--- src/rtl/fwt_pkg.sv ---
package fwt_pkg;

   // Table geometry.
   localparam int ENTRIES = 32;
   localparam int IDX_W = $clog2(ENTRIES);
   localparam logic [IDX_W-1:0] LAST_IDX = IDX_W'(ENTRIES - 1);

   // Field widths.
   localparam int OWNER_W = 8;
   localparam int ADDR_W = 32;
   localparam int DATA_W = 32;
   localparam int DL_W = 32;
   localparam int CNT_W = 6;
   localparam int SECS_W = 32;
   localparam int NANOS_W = 30;

   // Deadline arithmetic. The quotient nanos / 1000000 is taken as
   // (nanos * ceil(2^50 / 10^6)) >> 50, exact for every 30-bit operand.
   localparam logic [DL_W-1:0] NO_DEADLINE = 32'hFFFF_FFFF;
   localparam logic [DL_W-1:0] MS_PER_SEC = 32'd1000;
   localparam int NS_RECIP_W = 31;
   localparam logic [NS_RECIP_W-1:0] NS_RECIP = 31'd1125899907;
   localparam int NS_SHIFT = 50;
   localparam int NS_PROD_W = NANOS_W + NS_RECIP_W;
   localparam int QUO_W = NS_PROD_W - NS_SHIFT;

   typedef enum logic [1:0] {
      FUNC_WAIT  = 2'd0,
      FUNC_WAKE  = 2'd1,
      FUNC_CLEAR = 2'd2,
      FUNC_NONE  = 2'd3
   } func_type;

   typedef enum logic [2:0] {
      KIND_WOKEN       = 3'd0,
      KIND_SATISFIED   = 3'd1,
      KIND_WAIT        = 3'd2,
      KIND_TIMED_OUT   = 3'd3,
      KIND_WOULD_BLOCK = 3'd4,
      KIND_FULL        = 3'd5,
      KIND_WAKE_DONE   = 3'd6,
      KIND_CLEAR_DONE  = 3'd7
   } kind_type;

   typedef enum logic [1:0] {
      ST_IDLE,
      ST_SCAN,
      ST_DONE
   } state_type;

   // Contents of one table entry held in the slot RAM.
   typedef struct packed {
      logic [OWNER_W-1:0] owner;
      logic [ADDR_W-1:0]  address;
      logic [DL_W-1:0]    deadline;
   } slot_type;

   // Port control of the slot RAM.
   typedef struct packed {
      logic             rd_en;
      logic [IDX_W-1:0] rd_addr;
      logic             wr_en;
      logic [IDX_W-1:0] wr_addr;
      slot_type         wr_data;
   } ram_ctl_type;

endpackage

--- src/rtl/fwt_slot_ram.sv ---
module fwt_slot_ram (
   input  logic                clock,
   input  fwt_pkg::ram_ctl_type ctl,
   output fwt_pkg::slot_type    rd_data
);

   fwt_pkg::slot_type slot_mem_ff [fwt_pkg::ENTRIES];
   fwt_pkg::slot_type rd_data_ff;

   // One write port and one registered read port.
   always_ff @(posedge clock) begin
      if (ctl.wr_en) begin
         slot_mem_ff[ctl.wr_addr] <= ctl.wr_data;
      end
      if (ctl.rd_en) begin
         rd_data_ff <= slot_mem_ff[ctl.rd_addr];
      end
   end

   assign rd_data = rd_data_ff;

endmodule

--- src/rtl/fwt_deadline.sv ---
module fwt_deadline (
   input  logic                          clock,
   input  logic                          load,
   input  logic                          timeout_given,
   input  logic [fwt_pkg::SECS_W-1:0]    timeout_seconds,
   input  logic [fwt_pkg::NANOS_W-1:0]   timeout_nanos,
   input  logic [fwt_pkg::DL_W-1:0]      now_ms,
   output logic [fwt_pkg::DL_W-1:0]      deadline
);

   logic [fwt_pkg::DL_W-1:0]      sec_prod_ff, sec_prod_in;
   logic [fwt_pkg::NS_PROD_W-1:0] ns_prod_ff, ns_prod_in;
   logic [fwt_pkg::DL_W-1:0]      now_ff;
   logic                          given_ff;
   logic [fwt_pkg::QUO_W-1:0]     ns_quo;
   logic [fwt_pkg::DL_W-1:0]      deadline_ff, deadline_in;

   // First stage: seconds to milliseconds and the reciprocal product.
   assign sec_prod_in = timeout_seconds * fwt_pkg::MS_PER_SEC;
   assign ns_prod_in = fwt_pkg::NS_PROD_W'(timeout_nanos)
                     * fwt_pkg::NS_PROD_W'(fwt_pkg::NS_RECIP);

   always_ff @(posedge clock) begin
      if (load) begin
         sec_prod_ff <= sec_prod_in;
         ns_prod_ff <= ns_prod_in;
         now_ff <= now_ms;
         given_ff <= timeout_given;
      end
   end

   // Second stage: one three-term add, wrapped to the deadline width.
   assign ns_quo = ns_prod_ff[fwt_pkg::NS_PROD_W-1:fwt_pkg::NS_SHIFT];
   assign deadline_in = given_ff
                      ? sec_prod_ff + fwt_pkg::DL_W'(ns_quo) + now_ff
                      : fwt_pkg::NO_DEADLINE;

   always_ff @(posedge clock) begin
      deadline_ff <= deadline_in;
   end

   assign deadline = deadline_ff;

endmodule

--- src/rtl/futex_wait_wake_table.sv ---
// Futex wait/wake table with ENTRIES waiter slots. Issue a command by
// raising start with the req_ fields while busy is low; the beat is
// taken at that clock edge. Every wait, wake and clear walks the table
// one entry per clock through the single read port of the slot RAM and
// keeps busy high while it runs; wake, clear and a wait that finds no
// entry of its own walk every entry, a wait that finds its entry stops
// there, and func 3 is dropped without results or busy.
// Results come out on the rsp_ ports for exactly one cycle each, marked
// by rsp_valid, at most one per cycle; the receiver cannot stall them and
// must take every beat. Woken notices of a wake carry rsp_last low; the
// final beat of every command carries rsp_last high and arrives in the
// cycle in which busy has already dropped.
module futex_wait_wake_table (
   input  logic                          clock,
   input  logic                          reset,
   input  logic                          start,
   output logic                          busy,
   input  logic [1:0]                    req_func,
   input  logic [fwt_pkg::OWNER_W-1:0]   req_thread_id,
   input  logic [fwt_pkg::ADDR_W-1:0]    req_word_address,
   input  logic [fwt_pkg::DATA_W-1:0]    req_value_arg,
   input  logic [fwt_pkg::DATA_W-1:0]    req_current_value,
   input  logic                          req_timeout_given,
   input  logic [fwt_pkg::SECS_W-1:0]    req_timeout_seconds,
   input  logic [fwt_pkg::NANOS_W-1:0]   req_timeout_nanos,
   input  logic [fwt_pkg::DL_W-1:0]      req_now_ms,
   output logic                          rsp_valid,
   output logic [2:0]                    rsp_kind,
   output logic [fwt_pkg::OWNER_W-1:0]   rsp_woken_thread,
   output logic [fwt_pkg::CNT_W-1:0]     rsp_wake_count,
   output logic [fwt_pkg::DL_W-1:0]      rsp_deadline_ms,
   output logic                          rsp_last
);

   fwt_pkg::state_type state_ff, state_in;

   // Command registers.
   fwt_pkg::func_type              func_ff;
   logic [fwt_pkg::OWNER_W-1:0]    thread_ff;
   logic [fwt_pkg::ADDR_W-1:0]     addr_ff;
   logic [fwt_pkg::DATA_W-1:0]     value_ff;
   logic                           eq_ff;
   logic [fwt_pkg::DL_W-1:0]       now_ff;

   // Scan pipeline and table flags.
   logic [fwt_pkg::IDX_W-1:0]      issue_idx_ff, issue_idx_in;
   logic                           issue_live_ff, issue_live_in;
   logic [fwt_pkg::IDX_W-1:0]      chk_idx_ff, chk_idx_in;
   logic                           chk_live_ff, chk_live_in;
   logic [fwt_pkg::CNT_W-1:0]      count_ff, count_in;
   logic                           free_found_ff, free_found_in;
   logic [fwt_pkg::IDX_W-1:0]      free_idx_ff, free_idx_in;
   logic [fwt_pkg::ENTRIES-1:0]    valid_ff, valid_in;
   logic [fwt_pkg::ENTRIES-1:0]    woken_ff, woken_in;

   // Result registers.
   logic                           rsp_valid_ff, rsp_valid_in;
   fwt_pkg::kind_type              rsp_kind_ff, rsp_kind_in;
   logic [fwt_pkg::OWNER_W-1:0]    rsp_thread_ff, rsp_thread_in;
   logic [fwt_pkg::CNT_W-1:0]      rsp_count_ff, rsp_count_in;
   logic [fwt_pkg::DL_W-1:0]       rsp_deadline_ff, rsp_deadline_in;
   logic                           rsp_last_ff, rsp_last_in;

   fwt_pkg::ram_ctl_type           ram_ctl;
   fwt_pkg::slot_type              slot;
   logic [fwt_pkg::DL_W-1:0]       new_deadline;

   logic accept;
   logic checking;
   logic cur_valid, cur_woken, owner_eq, addr_eq, under_limit;
   logic wait_hit, wake_hit, clear_hit, free_hit;

   assign busy = (state_ff != fwt_pkg::ST_IDLE);
   assign accept = start && !busy;

   fwt_slot_ram u_slot_ram (
      .clock   (clock),
      .ctl     (ram_ctl),
      .rd_data (slot)
   );

   fwt_deadline u_deadline (
      .clock           (clock),
      .load            (accept),
      .timeout_given   (req_timeout_given),
      .timeout_seconds (req_timeout_seconds),
      .timeout_nanos   (req_timeout_nanos),
      .now_ms          (req_now_ms),
      .deadline        (new_deadline)
   );

   // Capture the command beat.
   always_ff @(posedge clock) begin
      if (accept) begin
         func_ff <= fwt_pkg::func_type'(req_func);
         thread_ff <= req_thread_id;
         addr_ff <= req_word_address;
         value_ff <= req_value_arg;
         eq_ff <= (req_current_value == req_value_arg);
         now_ff <= req_now_ms;
      end
   end

   // Compare the entry whose RAM data arrived this cycle.
   assign checking = (state_ff == fwt_pkg::ST_SCAN) && chk_live_ff;
   assign cur_valid = valid_ff[chk_idx_ff];
   assign cur_woken = woken_ff[chk_idx_ff];
   assign owner_eq = (slot.owner == thread_ff);
   assign addr_eq = (slot.address == addr_ff);
   assign under_limit = {{(fwt_pkg::DATA_W - fwt_pkg::CNT_W){1'b0}}, count_ff} < value_ff;

   assign wait_hit = checking && (func_ff == fwt_pkg::FUNC_WAIT)
                   && cur_valid && owner_eq && addr_eq;
   assign wake_hit = checking && (func_ff == fwt_pkg::FUNC_WAKE)
                   && cur_valid && addr_eq && !cur_woken && under_limit;
   assign clear_hit = checking && (func_ff == fwt_pkg::FUNC_CLEAR)
                    && cur_valid && owner_eq;
   assign free_hit = checking && (func_ff == fwt_pkg::FUNC_WAIT)
                   && !cur_valid && !free_found_ff;

   // Next state.
   always_comb begin
      state_in = state_ff;
      unique case (state_ff)
         fwt_pkg::ST_IDLE: begin
            if (accept && (fwt_pkg::func_type'(req_func) != fwt_pkg::FUNC_NONE)) begin
               state_in = fwt_pkg::ST_SCAN;
            end
         end
         fwt_pkg::ST_SCAN: begin
            if (wait_hit) begin
               state_in = fwt_pkg::ST_IDLE;
            end else if (chk_live_ff && (chk_idx_ff == fwt_pkg::LAST_IDX)) begin
               state_in = fwt_pkg::ST_DONE;
            end
         end
         fwt_pkg::ST_DONE: begin
            state_in = fwt_pkg::ST_IDLE;
         end
         default: begin
            state_in = fwt_pkg::ST_IDLE;
         end
      endcase
   end

   // Datapath, table updates and result beats.
   always_comb begin
      issue_idx_in = issue_idx_ff;
      issue_live_in = issue_live_ff;
      chk_idx_in = issue_idx_ff;
      chk_live_in = 1'b0;
      count_in = count_ff;
      free_found_in = free_found_ff;
      free_idx_in = free_idx_ff;
      valid_in = valid_ff;
      woken_in = woken_ff;
      rsp_valid_in = 1'b0;
      rsp_kind_in = fwt_pkg::KIND_WOKEN;
      rsp_thread_in = '0;
      rsp_count_in = '0;
      rsp_deadline_in = '0;
      rsp_last_in = 1'b0;
      ram_ctl.rd_en = 1'b0;
      ram_ctl.rd_addr = issue_idx_ff;
      ram_ctl.wr_en = 1'b0;
      ram_ctl.wr_addr = free_idx_ff;
      ram_ctl.wr_data.owner = thread_ff;
      ram_ctl.wr_data.address = addr_ff;
      ram_ctl.wr_data.deadline = new_deadline;

      unique case (state_ff)
         fwt_pkg::ST_IDLE: begin
            if (accept) begin
               issue_idx_in = '0;
               issue_live_in = 1'b1;
               count_in = '0;
               free_found_in = 1'b0;
            end
         end
         fwt_pkg::ST_SCAN: begin
            // Issue the next read while the previous entry is compared.
            ram_ctl.rd_en = issue_live_ff;
            chk_live_in = issue_live_ff && !wait_hit;
            if (issue_live_ff) begin
               issue_idx_in = issue_idx_ff + 1'b1;
               if (issue_idx_ff == fwt_pkg::LAST_IDX) begin
                  issue_live_in = 1'b0;
               end
            end

            // A wait that finds its own entry resolves it at once.
            if (wait_hit) begin
               rsp_valid_in = 1'b1;
               rsp_last_in = 1'b1;
               if (cur_woken) begin
                  valid_in[chk_idx_ff] = 1'b0;
                  woken_in[chk_idx_ff] = 1'b0;
                  rsp_kind_in = fwt_pkg::KIND_SATISFIED;
               end else if (slot.deadline <= now_ff) begin
                  valid_in[chk_idx_ff] = 1'b0;
                  woken_in[chk_idx_ff] = 1'b0;
                  rsp_kind_in = fwt_pkg::KIND_TIMED_OUT;
               end else begin
                  rsp_kind_in = fwt_pkg::KIND_WAIT;
                  rsp_deadline_in = slot.deadline;
               end
            end

            // Remember the lowest free entry for a later allocation.
            if (free_hit) begin
               free_found_in = 1'b1;
               free_idx_in = chk_idx_ff;
            end

            // Wake marks the entry and reports its owner.
            if (wake_hit) begin
               woken_in[chk_idx_ff] = 1'b1;
               count_in = count_ff + 1'b1;
               rsp_valid_in = 1'b1;
               rsp_kind_in = fwt_pkg::KIND_WOKEN;
               rsp_thread_in = slot.owner;
            end

            if (clear_hit) begin
               valid_in[chk_idx_ff] = 1'b0;
               woken_in[chk_idx_ff] = 1'b0;
            end
         end
         fwt_pkg::ST_DONE: begin
            rsp_valid_in = 1'b1;
            rsp_last_in = 1'b1;
            case (func_ff)
               fwt_pkg::FUNC_WAIT: begin
                  if (!eq_ff) begin
                     rsp_kind_in = fwt_pkg::KIND_WOULD_BLOCK;
                  end else if (free_found_ff) begin
                     ram_ctl.wr_en = 1'b1;
                     valid_in[free_idx_ff] = 1'b1;
                     woken_in[free_idx_ff] = 1'b0;
                     rsp_kind_in = fwt_pkg::KIND_WAIT;
                     rsp_deadline_in = new_deadline;
                  end else begin
                     rsp_kind_in = fwt_pkg::KIND_FULL;
                  end
               end
               fwt_pkg::FUNC_WAKE: begin
                  rsp_kind_in = fwt_pkg::KIND_WAKE_DONE;
                  rsp_count_in = count_ff;
               end
               fwt_pkg::FUNC_CLEAR: begin
                  rsp_kind_in = fwt_pkg::KIND_CLEAR_DONE;
               end
               default: begin
                  rsp_valid_in = 1'b0;
                  rsp_last_in = 1'b0;
               end
            endcase
         end
         default: begin
            chk_live_in = 1'b0;
         end
      endcase
   end

   // Control registers.
   always_ff @(posedge clock) begin
      if (reset) begin
         state_ff <= fwt_pkg::ST_IDLE;
         issue_live_ff <= 1'b0;
         chk_live_ff <= 1'b0;
         free_found_ff <= 1'b0;
         count_ff <= '0;
         valid_ff <= '0;
         woken_ff <= '0;
         rsp_valid_ff <= 1'b0;
      end else begin
         state_ff <= state_in;
         issue_live_ff <= issue_live_in;
         chk_live_ff <= chk_live_in;
         free_found_ff <= free_found_in;
         count_ff <= count_in;
         valid_ff <= valid_in;
         woken_ff <= woken_in;
         rsp_valid_ff <= rsp_valid_in;
      end
   end

   // Index and result payload registers.
   always_ff @(posedge clock) begin
      issue_idx_ff <= issue_idx_in;
      chk_idx_ff <= chk_idx_in;
      free_idx_ff <= free_idx_in;
      rsp_kind_ff <= rsp_kind_in;
      rsp_thread_ff <= rsp_thread_in;
      rsp_count_ff <= rsp_count_in;
      rsp_deadline_ff <= rsp_deadline_in;
      rsp_last_ff <= rsp_last_in;
   end

   assign rsp_valid = rsp_valid_ff;
   assign rsp_kind = rsp_kind_ff;
   assign rsp_woken_thread = rsp_thread_ff;
   assign rsp_wake_count = rsp_count_ff;
   assign rsp_deadline_ms = rsp_deadline_ff;
   assign rsp_last = rsp_last_ff;

endmodule

--- config.mk ---
export PLATFORM = sky130hd
export DESIGN_NAME = futex_wait_wake_table
export DESIGN_NICKNAME = d
export VERILOG_FILES = /design/src/rtl/fwt_pkg.sv /design/src/rtl/fwt_slot_ram.sv /design/src/rtl/fwt_deadline.sv /design/src/rtl/futex_wait_wake_table.sv
export SDC_FILE = /design/constraint.sdc
export NUM_CORES = 2
export LEC_CHECK = 0
export BUFFER_PORTS_ARGS = -buffer_cell sky130_fd_sc_hd__buf_2
export CAP_MARGIN = 10
export CORE_MARGIN = 2
export CORE_UTILIZATION = 57
export CTS_CLUSTER_DIAMETER = 30
export DETAILED_ROUTE_END_ITERATION = 12
export PLACE_DENSITY_LB_ADDON = 0.25
export SYNTH_ARGS = -nofsm -noshare
export SYNTH_HDL_FRONTEND = slang
export SYNTH_SLANG_ARGS = --single-unit
--- constraint.sdc ---
create_clock -name clock -period 7.2 [get_ports clock]
set_clock_uncertainty 0.2 [all_clocks]
set_input_delay 0.36 -clock clock [delete_from_list [all_inputs] [get_ports clock]]
set_output_delay 0.36 -clock clock [all_outputs]
set_load 0.01 [all_outputs]
======== After elaboration in Yosys (flattened, before gate mapping) ========
Memories as Yosys holds them, arrays and structs flattened. A register that Yosys moved wholly into a read port is not among the register bits.
Index checks and enable logic that the tools add are counted.
word-level totals
  flip-flop bits (word level) ............. 371
  memory bits (writable) .................. 2304
  input port bits ......................... 204
  output and inout port bits .............. 52
  logic and storage cells ................. 182
  memories ................................ 1
memories
  name                    depth  bits a word  rd ports  clocked after memory_dff  write ports  line               source
  u_slot_ram.slot_mem_ff  32     72           1         1                         1            fwt_slot_ram.sv:7  fwt_pkg::slot_type slot_mem_ff [fwt_pkg::ENTRIES];
operators by class
  add/subtract/negate cells ............... 4
  $mul .................................... 2
  order comparisons ....................... 6
  equality and inequality tests ........... 19
  mux-type cells .......................... 72
  bitwise logic cells ..................... 10
  reduce and logical (&&, ||, !) cells .... 42
operators by type and width
  cell                      count
  $mux W32                  24
  $pmux W32 S2              3
  $and A32 B32 Y32          5
  $eq A32 B32 Y1            2
  $not A32 Y32              2
  $or A32 B32 Y32           2
  $mul A30 B31 Y61 const B  1
  $add A32 B11 Y32          1
  $add A32 B32 Y32          1
  $le A32 B32 Y1            1
  $lt A6 B32 Y1             1
  $mul A32 B7 Y29 const B   1
  $logic_and A1 B1 Y1       21
  $mux W1                   20
  $ne A2 B2 Y1 const B      9
  $lt A5 B6 Y1 const B      2
  $mux W6                   2
  $pmux W6 S2               1
  $bmux W1 S5               2
  $demux W1 S5              2
  $eq A5 B5 Y1 const B      2
  $ge A5 B1 Y1 const B      2
  $mux W2                   5
  $mux W5                   2
  21 further kinds          41

======== Logic depth before layout (Yosys ltp) ========
  word-level depth ........................ 16
  depth in mapped cells ................... 26
  depth with buffers taken out ............ 26

======== Modules after synthesis ========
From an unflattened synthesis, not the netlist that was laid out.
second synthesis, totals
  cells, all modules ...................... 7392
  area, all modules ....................... 123765.0 um^2
modules (own cells, without submodules)
  module                 instances  cells an instance  area each (um^2)  seq. area each (um^2)
  fwt_slot_ram           1          4208               89841.2           71348.4
  fwt_deadline           1          2018               21797.2           2832.7
  futex_wait_wake_table  1          1166               12126.6           6135.9

======== Worst setup path before layout ========
Ideal clock, no wire load.
  path type ............................... input-to-reg
  from .................................... input port req_timeout_nanos[3] (netlist bit)
  to ...................................... register u_deadline.ns_prod_ff[60] (netlist bit), data pin
  setup time .............................. 0.258 ns
  arrival ................................. 6.567 ns
  data required time ...................... 6.742 ns
  path slack .............................. 0.175 ns
  stages .................................. 23
  buffers on the path ..................... 0
  path through ............................ inv_1 fa_1 inv_1 fa_1 inv_1 fa_1 fa_1 inv_1 fa_1 fa_1 fa_1 inv_1 fa_1 inv_1 ha_1 a211o_1 a221oi_1 o31ai_1 a2111oi_2 o31ai_1 a31o_2 a21oi_1 xnor2_1
between the ends
  word-level cells in the longest chain between the ends .. 1
RTL lines
  what                                line                         source
  start: declaration                  futex_wait_wake_table.sv:25  input logic [fwt_pkg::NANOS_W-1:0] req_timeout_nanos,
  $mul A30 B31 Y61                    fwt_deadline.sv:21           * fwt_pkg::NS_PROD_W'(fwt_pkg::NS_RECIP);
  net u_deadline.ns_prod_in, one bit  fwt_deadline.sv:12           logic [fwt_pkg::NS_PROD_W-1:0] ns_prod_ff, ns_prod_in;
  end signal: assignment              fwt_deadline.sv:26           ns_prod_ff <= ns_prod_in;
  end: declaration                    fwt_deadline.sv:12
The timed path passes the listed nets, and every way through them passes these cells.
A chain may end at the register's enable or synchronous reset.

======== Worst setup path after layout ========
  from .................................... input port req_timeout_nanos[29] (netlist bit)
  to ...................................... register u_deadline.ns_prod_ff[55] (netlist bit), data pin
The elaborated chain is that of the path after synthesis.

==> run_results.csv <==
group,metric,value,unit
sta,slew_viol_final,0,
setup_path,crit_type,"in -> reg",
sta,tightest_slew,1.26,ns
sta,maxSlewHeadroom,0.161,
clocking,post_cts_buffers,0,
final_layout,final_nets,8332,
setup_path,crit_path_end_kind,"flop",
clocking,cts-htree-levels,5,
detailed_routing,wl_met3,31.2,mm
detailed_routing,wl_per_cell,31.7,um
yosys,yosys.area.top_type,"edfxtp_1",
detailed_routing,post_drt_via_cell_ratio,6.37,
clocking,cts_sinks,2697,
global_routing,antenna_found_initial,2,
power_and_ir_drop,power_density,422,nW/um2
global_routing,grt_pass1_vias,69100,
placement,io_buffer_count,252,
floorplanning,num_io_pins,256,
setup_path,worst-path-max-fanout,6,
job,drv_cap,0,
yosys,ys_types,81,
setup_path,cp_data_arrival_time,7.06,ns
sta,hold-worst-slack,0.0481,ns
setup_path,worstSetupStartpointType,"input port",
clocking,clockBufferDepth,4,
sta,min_period_over_period,0.912,
power_and_ir_drop,intPower,42.1,mW
yosys,synth-seq-cells,2697,
detailed_routing,met1_length,127,mm
placement,dp_hpwl,168,mm
clocking,numCtsBuffers,454,
detailed_routing,drt_first_pass_iters,5,
placement,dp_cells,9364,
sta,setup_viol,0,
yosys,syn-cell-area,121000,um2
clocking,cts_tree,"built",
yosys,synthDominantCellAreaShare,0.627,
floorplanning,num_rows,169,
yosys,synth.area.mux_share,0.144,
floorplanning,coreArea,212000,um2
hold_path,hold_path.class,"in -> reg",
sta,clock.fmax,152,MHz
detailed_routing,drc,0,
yosys,synth_fa_ha_area_frac,0.118,
detailed_routing,wirelength,330,mm
yosys,syn_avg_cell_area,19.2,um2
clocking,cts_resized,0,
floorplanning,die_h,465,um
global_routing,overflow,0,
yosys,syn_inst,6320,
yosys,synth_flop_cell,"edfxtp_1",
power_and_ir_drop,max-vdd-ir-drop,0.801,mV
yosys,synth_top_family_by_area,"multiplexers",
detailed_routing,wl_met2,162,mm
floorplanning,fp.dieW,465,um
global_routing,grt_max_degree,114,
yosys,async_flop_share,0,
yosys,yosysWarnings,0,
placement,gp_congestion,0.917,
detailed_routing,vias,66400,
yosys,synth-xor-area-share,0.0100,
power_and_ir_drop,p_comb_frac,0.327,
floorplanning,dieArea,216000,um2
yosys,synth.area.top_cells,"edfxtp_1 63%, mux4_2 14%, fa_1 6.8%",
yosys,synth-compound-area-share,0.0263,
detailed_routing,top_layer,"met4",
yosys,synth.net_count,7421,
yosys,yosysSeqAreaShare,0.654,
global_routing,grt_usage,0.309,
clocking,cts.clk_slew.worst_paths,0.05,ns
detailed_routing,ant_nets,0,
sta,grt_setup_unrepaired,"false",
power_and_ir_drop,p_sw,19.3,mW
yosys,synth_edf_count,2534,
clocking,cts_root_buf,"clkbuf_16",
final_layout,drive_above_1_share,0.271,
power_and_ir_drop,p_seq_frac,0.316,
power_and_ir_drop,total_power,61.4,mW
power_and_ir_drop,leakage,52.7,nW
sta,post-route-min-period,6.56,ns
run_status,status,"completed",
yosys,yosysMostFrequentCell,"edfxtp_1",
detailed_routing,drtIter0Drc,8519,
global_routing,grt_pass1_wl,479,mm
floorplanning,initial_core_util,0.572,
clocking,clk_latency,0.98,ns
final_layout,fin_cells,10400,
power_and_ir_drop,p_clk_frac,0.357,
yosys,netlist_top_cells_count,"2534 x edfxtp_1, 727 x mux4_2, 646 x inv_1",
setup_path,worstPathRequired,7.69,ns
final_layout,layout-area-overhead-vs-synth,19.9,%
power_and_ir_drop,switching_share,0.314,
sta,hold_violations,0,
sta,final.setup.tns,0,ns
yosys,yosys.area_share.simple,0.0195,
per-stage QoR:
stage          instance area [um2]  setup slack [ns]  utilization
2_1_floorplan               121000             0.175            -
3_3_place_gp                127000            -0.293        0.601
3_5_place_dp                127000            -0.307        0.601
4_1_cts                     145000             0.670        0.686
5_1_grt                     145000             0.299        0.686
6_report                    145000             0.636        0.686
cells by family after synthesis:
logic type,count (synthesis)
AO/OA/AOI/OAI,435
XOR/XNOR,139
adder cells (fa/ha/maj),897
buffers and inverters,871
flip-flops,2697
multiplexers,814
AND/OR/NAND/NOR,467
worst max-delay path, stage by stage:
cell and delay [ns]:
dlygate4sd3_1 0.52, buf_2 0.25, fa_1 0.50, fa_1 0.52
inv_1 0.07, fa_1 0.48, inv_1 0.05, fa_1 0.47
inv_1 0.04, fa_1 0.48, inv_1 0.05, fa_1 0.56
fa_1 0.45, ha_1 0.29, ha_1 0.30, nand2_1 0.05
o21ai_0 0.21, nand3_1 0.11, a32oi_1 0.19, buf_4 0.17
a2111oi_2 0.05, buf_4 0.18, nor2_1 0.25, nand3_1 0.12
o21ai_0 0.20, xnor2_1 0.11
final timing paths:
kind,startpoint,end,slack [ns],cells past startpoint
setup / recovery,req_timeout_nanos[29],u_deadline.ns_prod_ff[55],0.64,26
hold reg to reg,u_slot_ram.rd_data[25],rsp_deadline_ms[25],0.25,1
hold / removal,req_timeout_seconds[16],u_deadline.sec_prod_ff[19],0.05,4
setup reg to reg,addr_ff[27],woken_ff[5],1.87,8
metal layers:
metal  global-route usage  vias to the layer above
li1                     -                    26800
met1                0.435                    34900
met2                0.498                     4135
met3               0.0572                      671
met4               0.0905                        0
met5                    0                        -
power by group through the flow:
stage / clock [mW] / combinational [mW] / sequential [mW]
floorplan: 0 / 13.9 / 19.2
global placement: 0 / 19.4 / 19.6
detailed placement: 0 / 19.7 / 19.7
CTS: 22.1 / 20.2 / 19.4
global route: 22.8 / 22.5 / 19.5
finish: 21.9 / 20.1 / 19.4
flip-flops by register name, summed over array words and instances (netlist names), 3 cells and up:
name                    flops
chk_idx_in                  5
u_deadline.ns_prod_ff      11
addr_ff                    32
u_slot_ram.rd_data         72
valid_ff                   32
count_ff                    6
rsp_deadline_ms            32
free_idx_ff                 5
u_deadline.now_ff          32
u_deadline.sec_prod_ff     29
value_ff                   32
rsp_kind                    3
u_slot_ram.slot_mem_ff   2304
u_deadline.deadline        32
chk_idx_ff                  5
thread_ff                   8
woken_ff                   32
rsp_wake_count              6
rsp_woken_thread            8
cell usage in the layout, fill, tap and decap left out, types with 21 or more instances in the layout:
cell type	count
a21o_1	61
nand2_1	89
nor2_1	118
buf_4	152
a22o_1	32
nor2_4	32
dlygate4sd3_1	232
edfxtp_1	2534
nor3_1	23
o2111ai_1	28
clkinvlp_4	43
xnor2_1	84
o21ai_0	80
ha_1	486
nor4_1	21
clkinv_2	50
a21oi_1	73
nand3_1	31
mux2_2	77
o211a_1	23
mux4_2	727
clkinv_4	41
clkinv_1	46
a221o_1	28
buf_2	252
dfxtp_1	163
inv_1	644
nand4_1	29
and3_1	23
clkbuf_1	43
buf_12	43
bufinv_16	68
inv_6	50
and2_1	21
fa_1	411
clkbuf_16	460
xor2_1	55
final cells by class:
type / instances / area (um2)
tap: 2821 / 3530
clock inverter: 317 / 3860
sequential: 2697 / 79400
multi-input combinational: 2752 / 38800
clock buffer: 508 / 11700
antenna: 2 / 5.00
fill: 13100 / 66500
timing repair buffer: 679 / 5590
inverter: 647 / 2440
what timing repair did:
action / CTS / global route
setup endpoints to repair: 0 / 0
hold buffers: 232 / 0
endpoints found under the hold margin: 160 / 0
No activity file was read; power rests on OpenSTA's default activity.
